`config.mk`:
```
export PLATFORM = sky130hd
export DESIGN_NAME = programmable_difference_equation
export DESIGN_NICKNAME = d
export VERILOG_FILES = /design/src/rtl/pde_pkg.sv /design/src/rtl/pde_ram.sv /design/src/rtl/pde_sequencer.sv /design/src/rtl/pde_datapath.sv /design/src/rtl/programmable_difference_equation.sv
export SDC_FILE = /design/constraint.sdc
export NUM_CORES = 2
export LEC_CHECK = 0
export BUFFER_PORTS_ARGS = -buffer_cell sky130_fd_sc_hd__buf_2
export CELL_PAD_IN_SITES_DETAIL_PLACEMENT = 1
export CELL_PAD_IN_SITES_GLOBAL_PLACEMENT = 2
export CORE_MARGIN = 2
export CORE_UTILIZATION = 40
export CTS_CLUSTER_DIAMETER = 100
export CTS_CLUSTER_SIZE = 25
export DETAILED_ROUTE_END_ITERATION = 8
export HOLD_SLACK_MARGIN = 0.05
export PLACE_DENSITY_LB_ADDON = 0.08
export SLEW_MARGIN = 20
export SYNTH_ARGS = -nofsm -noshare
export SYNTH_HDL_FRONTEND = slang
export SYNTH_SLANG_ARGS = --single-unit
```
`constraint.sdc`:
```
create_clock -name aclk -period 6.7 [get_ports aclk]
set_input_delay 1.675 -clock aclk [delete_from_list [all_inputs] [get_ports aclk]]
set_output_delay 1.675 -clock aclk [all_outputs]
set_load 0.05 [all_outputs]
```
`src/rtl/pde_pkg.sv`:
```
// ----------------------------------------------------------------------------
// pde_pkg
// Shared widths, register indexes, control-word layout and the microprogram
// of the programmable difference equation.
// ----------------------------------------------------------------------------
package pde_pkg;

    // Item and register widths.
    localparam int SAMPLE_W  = 16;
    localparam int COEF_W    = 16;
    localparam int DELAY_W   = 4;
    localparam int TERM_W    = 21;
    localparam int COUNT_W   = 3;
    localparam int TERM_REGS = 7;
    localparam int CFG_IDX_W = 3;
    localparam int PROD_W    = COEF_W + SAMPLE_W + 1;
    localparam int FRAC_W    = 8;

    // Bit positions inside a term register.
    localparam int DELAY_LSB  = 16;
    localparam int OUTSEL_BIT = 20;

    // Defaults for the top-level parameters.
    localparam int DEF_MAX_TERMS     = 7;
    localparam int DEF_HISTORY_DEPTH = 16;

    // Register indexes on the configuration port.
    localparam logic [CFG_IDX_W-1:0] CFG_TERM_COUNT = 3'd0;
    localparam int                   CFG_TERM_BASE  = 1;

    // Reset values of the configuration registers: one pass-through term.
    localparam logic [COUNT_W-1:0] TERM_COUNT_RST = 3'd1;
    localparam logic [TERM_W-1:0]  TERM_0_RST     = 21'd256;

    typedef logic [TERM_REGS-1:0][TERM_W-1:0] term_array_t;

    // All term registers at reset: term 0 passes x(k) through, the rest are clear.
    localparam term_array_t TERM_REGS_RST = {{(TERM_REGS - 1){TERM_W'(0)}}, TERM_0_RST};

    // Microprogram step addresses.
    localparam int STEP_W = 3;
    localparam logic [STEP_W-1:0] STEP_IDLE   = 3'd0;
    localparam logic [STEP_W-1:0] STEP_LOOP   = 3'd1;
    localparam logic [STEP_W-1:0] STEP_DRAIN0 = 3'd2;
    localparam logic [STEP_W-1:0] STEP_DRAIN1 = 3'd3;
    localparam logic [STEP_W-1:0] STEP_FINISH = 3'd4;

    // Wait conditions: the step is held while the condition is true.
    localparam logic [1:0] WC_NONE     = 2'd0;
    localparam logic [1:0] WC_NO_INPUT = 2'd1;
    localparam logic [1:0] WC_OUT_BUSY = 2'd2;

    // Jump conditions: taken once the wait is over.
    localparam logic [1:0] JC_NEVER      = 2'd0;
    localparam logic [1:0] JC_ALWAYS     = 2'd1;
    localparam logic [1:0] JC_MORE_TERMS = 2'd2;

    typedef struct packed {
        logic              take_in;
        logic              issue;
        logic              finish;
        logic [1:0]        wait_cond;
        logic [1:0]        jump_cond;
        logic [STEP_W-1:0] jump_target;
    } ctrl_word_t;

    // Conditions reported back to the sequencer.
    typedef struct packed {
        logic no_input;
        logic out_busy;
        logic more_terms;
    } pde_status_t;

    // Qualified actions handed to the datapath.
    typedef struct packed {
        logic accept;
        logic issue;
        logic finish;
    } pde_op_t;

    // Control store.
    function automatic ctrl_word_t rom_word(input logic [STEP_W-1:0] step);
        ctrl_word_t w;
        w = '0;
        case (step)
            STEP_IDLE: begin
                w.take_in   = 1'b1;
                w.wait_cond = WC_NO_INPUT;
            end
            STEP_LOOP: begin
                w.issue       = 1'b1;
                w.jump_cond   = JC_MORE_TERMS;
                w.jump_target = STEP_LOOP;
            end
            STEP_DRAIN0: begin
                w.jump_cond = JC_NEVER;
            end
            STEP_DRAIN1: begin
                w.jump_cond = JC_NEVER;
            end
            STEP_FINISH: begin
                w.finish      = 1'b1;
                w.wait_cond   = WC_OUT_BUSY;
                w.jump_cond   = JC_ALWAYS;
                w.jump_target = STEP_IDLE;
            end
            default: begin
                w.jump_cond   = JC_ALWAYS;
                w.jump_target = STEP_IDLE;
            end
        endcase
        return w;
    endfunction

endpackage

```
`src/rtl/pde_ram.sv`:
```
// ----------------------------------------------------------------------------
// pde_ram
// Generic single-write, single-read RAM with a registered read port.
// ----------------------------------------------------------------------------
module pde_ram #(
    parameter int WIDTH = 16,
    parameter int DEPTH = 16
) (
    input  logic                     aclk,
    input  logic                     wr_en,
    input  logic [$clog2(DEPTH)-1:0] wr_addr,
    input  logic [WIDTH-1:0]         wr_data,
    input  logic                     rd_en,
    input  logic [$clog2(DEPTH)-1:0] rd_addr,
    output logic [WIDTH-1:0]         rd_data
);

    logic [WIDTH-1:0] mem [DEPTH];
    logic [WIDTH-1:0] rd_data_reg;

    always_ff @(posedge aclk) begin
        if (wr_en) begin
            mem[wr_addr] <= wr_data;
        end
        if (rd_en) begin
            rd_data_reg <= mem[rd_addr];
        end
    end

    assign rd_data = rd_data_reg;

endmodule

```
`src/rtl/pde_sequencer.sv`:
```
// ----------------------------------------------------------------------------
// pde_sequencer
// Step counter over the control store, with wait and jump conditions.
// ----------------------------------------------------------------------------
module pde_sequencer (
    input  logic                 aclk,
    input  logic                 aresetn,
    input  pde_pkg::pde_status_t status,
    output pde_pkg::ctrl_word_t  ctrl
);

    logic [pde_pkg::STEP_W-1:0] step_reg;
    logic [pde_pkg::STEP_W-1:0] step_next;
    logic                       wait_hit;
    logic                       jump_hit;

    assign ctrl = pde_pkg::rom_word(step_reg);

    always_comb begin
        case (ctrl.wait_cond)
            pde_pkg::WC_NO_INPUT: wait_hit = status.no_input;
            pde_pkg::WC_OUT_BUSY: wait_hit = status.out_busy;
            default:              wait_hit = 1'b0;
        endcase
        case (ctrl.jump_cond)
            pde_pkg::JC_ALWAYS:     jump_hit = 1'b1;
            pde_pkg::JC_MORE_TERMS: jump_hit = status.more_terms;
            default:                jump_hit = 1'b0;
        endcase
        if (wait_hit) begin
            step_next = step_reg;
        end else if (jump_hit) begin
            step_next = ctrl.jump_target;
        end else begin
            step_next = step_reg + 1'b1;
        end
    end

    always_ff @(posedge aclk) begin
        if (!aresetn) begin
            step_reg <= pde_pkg::STEP_IDLE;
        end else begin
            step_reg <= step_next;
        end
    end

endmodule

```
`src/rtl/pde_datapath.sv`:
```
// ----------------------------------------------------------------------------
// pde_datapath
// History memories, term selection, shared multiply-accumulate and the
// final shift and saturation.
// ----------------------------------------------------------------------------
module pde_datapath #(
    parameter int MAX_TERMS     = pde_pkg::DEF_MAX_TERMS,
    parameter int HISTORY_DEPTH = pde_pkg::DEF_HISTORY_DEPTH
) (
    input  logic                          aclk,
    input  logic                          aresetn,
    input  pde_pkg::pde_op_t              op,
    input  logic [pde_pkg::SAMPLE_W-1:0]  sample,
    input  logic [pde_pkg::COUNT_W-1:0]   term_count,
    input  pde_pkg::term_array_t          terms,
    output logic                          more_terms,
    output logic [pde_pkg::SAMPLE_W-1:0]  filtered,
    output logic                          clipped
);

    localparam int AW     = (HISTORY_DEPTH > 1) ? $clog2(HISTORY_DEPTH) : 1;
    localparam int FW     = $clog2(HISTORY_DEPTH + 1);
    localparam int SW     = $clog2(2 * HISTORY_DEPTH + 16);
    localparam int ACC_W  = pde_pkg::PROD_W + $clog2(MAX_TERMS + 1);
    localparam int QW     = ACC_W - pde_pkg::FRAC_W;
    localparam int LIMIT  = (MAX_TERMS < pde_pkg::TERM_REGS) ? MAX_TERMS : pde_pkg::TERM_REGS;
    localparam int CW     = pde_pkg::COUNT_W;

    // Number of terms actually summed.
    logic [CW-1:0] n_eff;
    assign n_eff = (term_count > CW'(LIMIT)) ? CW'(LIMIT) : term_count;

    // History pointers (newest entry) and fill counts.
    logic [AW-1:0] in_ptr_reg,  in_ptr_next;
    logic [AW-1:0] out_ptr_reg, out_ptr_next;
    logic [FW-1:0] in_fill_reg, out_fill_reg;
    logic [CW-1:0] idx_reg;

    assign in_ptr_next  = (in_ptr_reg == AW'(HISTORY_DEPTH - 1)) ? '0 : in_ptr_reg + 1'b1;
    assign out_ptr_next = (out_ptr_reg == AW'(HISTORY_DEPTH - 1)) ? '0 : out_ptr_reg + 1'b1;

    // Term selection and history address.
    logic [pde_pkg::TERM_W-1:0]  term_sel;
    logic                        osel;
    logic [pde_pkg::DELAY_W-1:0] delay;
    logic [pde_pkg::DELAY_W-1:0] tap_dist;
    logic [AW-1:0]               ptr_sel;
    logic [FW-1:0]               fill_sel;
    logic                        hit;
    logic [SW-1:0]               raw_addr;
    logic [SW-1:0]               wrap_addr;
    logic [AW-1:0]               rd_addr;
    logic                        issue_fire;

    assign issue_fire = op.issue && (idx_reg < n_eff);
    assign more_terms = ({1'b0, idx_reg} + 1'b1) < {1'b0, n_eff};

    always_comb begin
        term_sel = (idx_reg < CW'(pde_pkg::TERM_REGS)) ? terms[idx_reg] : '0;
        osel     = term_sel[pde_pkg::OUTSEL_BIT];
        delay    = term_sel[pde_pkg::DELAY_LSB +: pde_pkg::DELAY_W];
        // An output term with no delay falls back to the previous output.
        if (osel && delay != '0) begin
            tap_dist = delay - 1'b1;
        end else begin
            tap_dist = delay;
        end
        ptr_sel   = osel ? out_ptr_reg : in_ptr_reg;
        fill_sel  = osel ? out_fill_reg : in_fill_reg;
        hit       = SW'(tap_dist) < SW'(fill_sel);
        raw_addr  = SW'(ptr_sel) + SW'(HISTORY_DEPTH) - SW'(tap_dist);
        wrap_addr = (raw_addr >= SW'(HISTORY_DEPTH)) ? raw_addr - SW'(HISTORY_DEPTH) : raw_addr;
        rd_addr   = hit ? wrap_addr[AW-1:0] : '0;
    end

    logic [pde_pkg::SAMPLE_W-1:0] in_dout, out_dout;

    pde_ram #(
        .WIDTH (pde_pkg::SAMPLE_W),
        .DEPTH (HISTORY_DEPTH)
    ) u_in_ram (
        .aclk    (aclk),
        .wr_en   (op.accept),
        .wr_addr (in_ptr_next),
        .wr_data (sample),
        .rd_en   (issue_fire && !osel),
        .rd_addr (rd_addr),
        .rd_data (in_dout)
    );

    pde_ram #(
        .WIDTH (pde_pkg::SAMPLE_W),
        .DEPTH (HISTORY_DEPTH)
    ) u_out_ram (
        .aclk    (aclk),
        .wr_en   (op.finish),
        .wr_addr (out_ptr_next),
        .wr_data (filtered),
        .rd_en   (issue_fire && osel),
        .rd_addr (rd_addr),
        .rd_data (out_dout)
    );

    // Pipeline: read, multiply, accumulate.
    logic                             s1_v_reg, s2_v_reg;
    logic                             s1_hit_reg, s1_osel_reg;
    logic signed [pde_pkg::COEF_W-1:0] s1_coef_reg;
    logic [pde_pkg::SAMPLE_W-1:0]     operand;
    logic signed [pde_pkg::PROD_W-1:0] prod_next, prod_reg;
    logic signed [ACC_W-1:0]          acc_reg;

    assign operand   = s1_hit_reg ? (s1_osel_reg ? out_dout : in_dout) : '0;
    assign prod_next = s1_coef_reg * $signed({1'b0, operand});

    always_ff @(posedge aclk) begin
        if (!aresetn) begin
            in_ptr_reg   <= '0;
            out_ptr_reg  <= '0;
            in_fill_reg  <= '0;
            out_fill_reg <= '0;
            idx_reg      <= '0;
            s1_v_reg     <= 1'b0;
            s2_v_reg     <= 1'b0;
        end else begin
            if (op.accept) begin
                in_ptr_reg <= in_ptr_next;
                if (in_fill_reg != FW'(HISTORY_DEPTH)) begin
                    in_fill_reg <= in_fill_reg + 1'b1;
                end
                idx_reg <= '0;
            end else if (issue_fire) begin
                idx_reg <= idx_reg + 1'b1;
            end
            if (op.finish) begin
                out_ptr_reg <= out_ptr_next;
                if (out_fill_reg != FW'(HISTORY_DEPTH)) begin
                    out_fill_reg <= out_fill_reg + 1'b1;
                end
            end
            s1_v_reg <= issue_fire;
            s2_v_reg <= s1_v_reg;
        end
    end

    always_ff @(posedge aclk) begin
        if (issue_fire) begin
            s1_coef_reg <= $signed(term_sel[pde_pkg::COEF_W-1:0]);
            s1_hit_reg  <= hit;
            s1_osel_reg <= osel;
        end
        if (s1_v_reg) begin
            prod_reg <= prod_next;
        end
        if (op.accept) begin
            acc_reg <= '0;
        end else if (s2_v_reg) begin
            acc_reg <= acc_reg + ACC_W'(prod_reg);
        end
    end

    // Floor shift, then clamp to the unsigned sample range.
    logic signed [QW-1:0] q;
    assign q = QW'(acc_reg >>> pde_pkg::FRAC_W);

    always_comb begin
        if (q[QW-1]) begin
            filtered = '0;
            clipped  = 1'b1;
        end else if (q[QW-1:pde_pkg::SAMPLE_W] != '0) begin
            filtered = '1;
            clipped  = 1'b1;
        end else begin
            filtered = q[pde_pkg::SAMPLE_W-1:0];
            clipped  = 1'b0;
        end
    end

endmodule

```
`src/rtl/programmable_difference_equation.sv`:
```
// ----------------------------------------------------------------------------
// programmable_difference_equation
// Direct-form-1 IIR filter whose terms are set by registers and walked by a
// small microprogram over one shared multiply-accumulate.
// ----------------------------------------------------------------------------
//
//  Channel   Direction  Carries
//  s_axis    in         tdata: sample x(k)
//  m_axis    out        tdata: filtered y(k); tuser: clipped flag
//  cfg       in         term_count (index 0), term_0..term_6 (index 1..7)
//
// From acceptance to its result, an item passes through these steps: take
// the sample, pass the active terms one per cycle through the shared
// multiply-accumulate, drain its read, multiply and add stages, and load
// the result.
// The result sits in an output register, so the next item is taken while the
// previous result waits; only the final step waits for that register to free.
// Reset idles the sequencer, clears the output valid flag, loads the reset
// configuration and clears the fill counts of both history memories, so
// unwritten history reads as zero and no clearing pass is needed.
// ----------------------------------------------------------------------------
module programmable_difference_equation #(
    parameter int MAX_TERMS     = pde_pkg::DEF_MAX_TERMS,
    parameter int HISTORY_DEPTH = pde_pkg::DEF_HISTORY_DEPTH
) (
    input  logic                          aclk,
    input  logic                          aresetn,
    // Input channel.
    input  logic                          s_tvalid,
    output logic                          s_tready,
    input  logic [15:0]                   s_tdata,    // [15:0] sample
    // Result channel.
    output logic                          m_tvalid,
    input  logic                          m_tready,
    output logic [15:0]                   m_tdata,    // [15:0] filtered
    output logic                          m_tuser,    // [0] clipped
    // Configuration write port.
    input  logic                          cfg_wr_en,
    input  logic [pde_pkg::CFG_IDX_W-1:0] cfg_index,
    input  logic [pde_pkg::TERM_W-1:0]    cfg_wdata
);

    // Configuration registers; the user writes them only while the block is idle (not enforced).
    logic [pde_pkg::COUNT_W-1:0] term_count_reg;
    pde_pkg::term_array_t        term_regs_reg;

    always_ff @(posedge aclk) begin
        if (!aresetn) begin
            term_count_reg <= pde_pkg::TERM_COUNT_RST;
            term_regs_reg  <= pde_pkg::TERM_REGS_RST;
        end else if (cfg_wr_en) begin
            if (cfg_index == pde_pkg::CFG_TERM_COUNT) begin
                term_count_reg <= cfg_wdata[pde_pkg::COUNT_W-1:0];
            end
            for (int i = 0; i < pde_pkg::TERM_REGS; i++) begin
                if (cfg_index == pde_pkg::CFG_IDX_W'(pde_pkg::CFG_TERM_BASE + i)) begin
                    term_regs_reg[i] <= cfg_wdata;
                end
            end
        end
    end

    // Sequencer and the actions it qualifies.
    pde_pkg::ctrl_word_t  ctrl;
    pde_pkg::pde_status_t status;
    pde_pkg::pde_op_t     op;
    logic                 more_terms;
    logic                 out_busy;

    logic                 m_tvalid_reg, m_tvalid_next;
    logic [15:0]          filtered_reg;
    logic                 clipped_reg;
    logic [15:0]          filtered;
    logic                 clipped;

    // The output register is free unless it holds an item that is not taken now.
    assign out_busy = m_tvalid_reg && !m_tready;

    assign status.no_input   = !s_tvalid;
    assign status.out_busy   = out_busy;
    assign status.more_terms = more_terms;

    assign s_tready  = ctrl.take_in;
    assign op.accept = s_tvalid && ctrl.take_in;
    assign op.issue  = ctrl.issue;
    assign op.finish = ctrl.finish && !out_busy;

    pde_sequencer u_seq (
        .aclk    (aclk),
        .aresetn (aresetn),
        .status  (status),
        .ctrl    (ctrl)
    );

    pde_datapath #(
        .MAX_TERMS     (MAX_TERMS),
        .HISTORY_DEPTH (HISTORY_DEPTH)
    ) u_dp (
        .aclk       (aclk),
        .aresetn    (aresetn),
        .op         (op),
        .sample     (s_tdata),
        .term_count (term_count_reg),
        .terms      (term_regs_reg),
        .more_terms (more_terms),
        .filtered   (filtered),
        .clipped    (clipped)
    );

    // Output register.
    always_comb begin
        if (op.finish) begin
            m_tvalid_next = 1'b1;
        end else if (m_tready) begin
            m_tvalid_next = 1'b0;
        end else begin
            m_tvalid_next = m_tvalid_reg;
        end
    end

    always_ff @(posedge aclk) begin
        if (!aresetn) begin
            m_tvalid_reg <= 1'b0;
        end else begin
            m_tvalid_reg <= m_tvalid_next;
        end
    end

    always_ff @(posedge aclk) begin
        if (op.finish) begin
            filtered_reg <= filtered;
            clipped_reg  <= clipped;
        end
    end

    assign m_tvalid = m_tvalid_reg;
    assign m_tdata  = filtered_reg;
    assign m_tuser  = clipped_reg;

endmodule
```
==> qor.csv <==
stage,metric,value,unit
outcome,violations,setup timing,
logic_synthesis,mappedNetlistArea,0.0440,sq mm
clock_tree,clock-root-buffer,clkbuf_16,
min_path,min_path_type,register to register,
detailed_routing,wl_per_cell,24.0,microns
global_route,grt_pass1_vias,32400,
logic_synthesis,synth_nets,4278,
clock_tree,cts.clk_slew.worst_paths,100,ps
logic_synthesis,async_flop_share,0,%
timing,skew,69.8,ps
global_route,track_usage,23.0,%
floorplan,row_count,121,
layout,drive_gt1_share,14.2,%
clock_tree,htreeDepth,2,
placement,dpl.hpwl,88.9,mm
floorplan,die_h,335,microns
timing,min_period_over_period,103,%
floorplan,die_area,0.113,sq mm
timing,setup_violations,3,
floorplan,die_x,335,microns
outcome,status,finished with violations,
layout,layout_commonest_cell,edfxtp_1,
clock_tree,cts_buffer_depth,3,
logic_synthesis,synth_top_area_share,41.8,%
layout,final_cells,5383,
placement,port_buffers,63,
clock_tree,insertion_delay,700,ps
worst_setup_path,start_kind,register,
logic_synthesis,yosysTopAreaCell,edfxtp_1,
logic_synthesis,yosys_warnings,0,
timing,fin_tns_setup,-294,ps
job,drv_cap,0,
logic_synthesis,ys_seq_area_share,51.5,%
detailed_routing,drc_errors,0,
detailed_routing,drt_iter0_drc,1706,
logic_synthesis,synthFlopType,edfxtp_1,
worst_setup_path,cp_slowest_cell,fa_1,
worst_setup_path,crit_family,adder cells,
timing,fmax,146,MHz
detailed_routing,ant_nets,0,
global_route,antenna_found_initial,6,
timing,finalHoldViolCount,0,
worst_setup_path,endpoint_kind,register,
logic_synthesis,synth-seq-cells,825,
layout,mostFrequentLayoutCells,"edfxtp_1 (612), nand2_1 (515), inv_1 (279), dfxtp_1 (209), fa_1 (192)",
detailed_routing,via_count,29500,
logic_synthesis,avgSynthCellArea,11.4,sq um
clock_tree,holdBufCountCts,0,
logic_synthesis,synth_area_leaders,"edfxtp_1 (42%), dfxtp_1 (9.7%), fa_1 (8.9%)",
detailed_routing,routed_wl,129,mm
worst_setup_path,path_cells,buf_12 > buf_4 > mux2i_2 > nor2b_4 > buf_4 > buf_4 > nand2_1 > fa_1 > inv_1 > fa_1 > fa_1 > fa_1 > fa_1 > inv_1 > fa_1 > inv_1 > ha_4 > a31oi_1 > o211ai_1 > a211o_1 > a2111o_1 > a31o_2 > a21oi_2 > xnor2_1,
worst_setup_path,worstPathMaxFanout,9,
layout,area_growth,10.6,%
worst_setup_path,path_buf_inv,7,
floorplan,ios,64,
floorplan,core,0.109,sq mm
clock_tree,cts_sinks,825,
worst_setup_path,crit_required,7090,ps
timing,relSlewSlack,25.1,%
logic_synthesis,synth_edf_count,612,
logic_synthesis,synth.distinct_cells,82,
worst_setup_path,cpPeakStageDelay,570,ps
placement,placed_cells,5298,
clock_tree,cts-buffers-inserted,43,
worst_setup_path,critical_path_class,register to register,
detailed_routing,drt-vias-per-instance,5.49,
timing,rsz0062_at_grt,yes,
global_route,grt_max_degree,125,
timing,worst_slack,-171,ps
global_route,overflow,0,
worst_setup_path,arrival,7260,ps
placement,globalplace.congestion,0.841,
timing,worst_slew_pin_slew,1120,ps
clock_tree,cts_tree,done,
timing,min_period,6870,ps
timing,slew_violations,0,
worst_setup_path,crit_top_cell,fa_1,
floorplan,initial_core_util,40.4,%
logic_synthesis,syn_inst,3849,
global_route,grt_pass1_wl,197,mm
detailed_routing,drt-pass1-iter-count,5,
layout,finalNetCount,4376,
layout,nFillCells,11500,
-- repair_timing --
item	CTS	global route
setup buffers	10	9
resized for setup	35	47
pin swaps	13	33
setup endpoints to repair	5	12
gates cloned	1	1
-- path summary, 6_finish.rpt --
path                                   startpoint                end  slack (ps)  cells past startpoint
worst max-delay path             u_dp.s1_osel_reg  u_dp.prod_reg[31]        -170                     24
worst min-delay path            term_regs_reg[62]  term_regs_reg[62]         470                      2
worst max register to register   u_dp.s1_osel_reg  u_dp.prod_reg[31]        -170                     24
worst min register to register  term_regs_reg[62]  term_regs_reg[62]         470                      2
-- cell families after synthesis --
| group | count (synthesis) | share of synthesized area [%] |
|---|---|---|
| flops | 825 | 51.5 |
| xor+xnor | 72 | 1.43 |
| mux | 189 | 5.03 |
| buf+inv | 502 | 4.52 |
| fa+ha+maj | 384 | 14.3 |
| compound gates | 716 | 11.0 |
| simple gates | 1161 | 12.2 |
-- worst register-to-register path, cell delays in order (launching register included) --
cell and delay [ps]:
edfxtp_1 450, buf_12 180, buf_4 140, mux2i_2 150
nor2b_4 230, buf_4 150, buf_4 170, nand2_1 100
fa_1 530, inv_1 60, fa_1 510, fa_1 570
fa_1 430, fa_1 500, inv_1 50, fa_1 470
inv_1 60, ha_4 230, a31oi_1 190, o211ai_1 190
a211o_1 350, a2111o_1 410, a31o_2 260, a21oi_2 140
xnor2_1 80
-- final cells by class --
class	instances	area, sq um	area share, %
clock inverters	15	206	0.425
multi-input cells	2522	19800	40.7
diodes	4	10.0	0.0206
inverters	290	1090	2.24
flip-flops and latches	825	22600	46.6
repair buffers	265	2030	4.18
clock buffers	48	1090	2.25
well taps	1414	1770	3.64
-- Yosys cell counts, drive strengths merged, types with 48 or more instances --
library cell / n
a211oi: 74
a21boi: 155
a21oi: 97
and2: 141
clkbuf: 168
dfxtp: 213
edfxtp: 612
fa: 196
ha: 188
inv: 290
mux2: 96
mux2i: 77
nand2: 523
nor2: 213
nor2b: 75
nor3: 54
o21ai: 116
o22ai: 161
xnor2: 48
-- routing by layer --
layer  track usage, %  wire length (microns)  vias up
met5                0                      0        -
met4             5.20                   2750        0
met3             2.36                   3800      144
met2             41.0                  64700      437
met1             30.0                  58000    15300
li1                 -                      -    13600
-- through the flow --
step / utilization [%] / setup slack (ps) / cell area [sq um] / hold slack [ps]
after floorplan: - / 5.52 / 44000 / 436
after global placement: 43.0 / -208 / 46800 / 447
after detailed placement: 43.0 / -331 / 46800 / 460
after CTS: 44.4 / -211 / 48400 / 476
after global routing: 44.7 / -366 / 48600 / 490
final: 44.7 / -171 / 48600 / 469
Power is not shown: default switching activity piles up to over one toggle a cycle in this logic, so the estimate is an artifact.
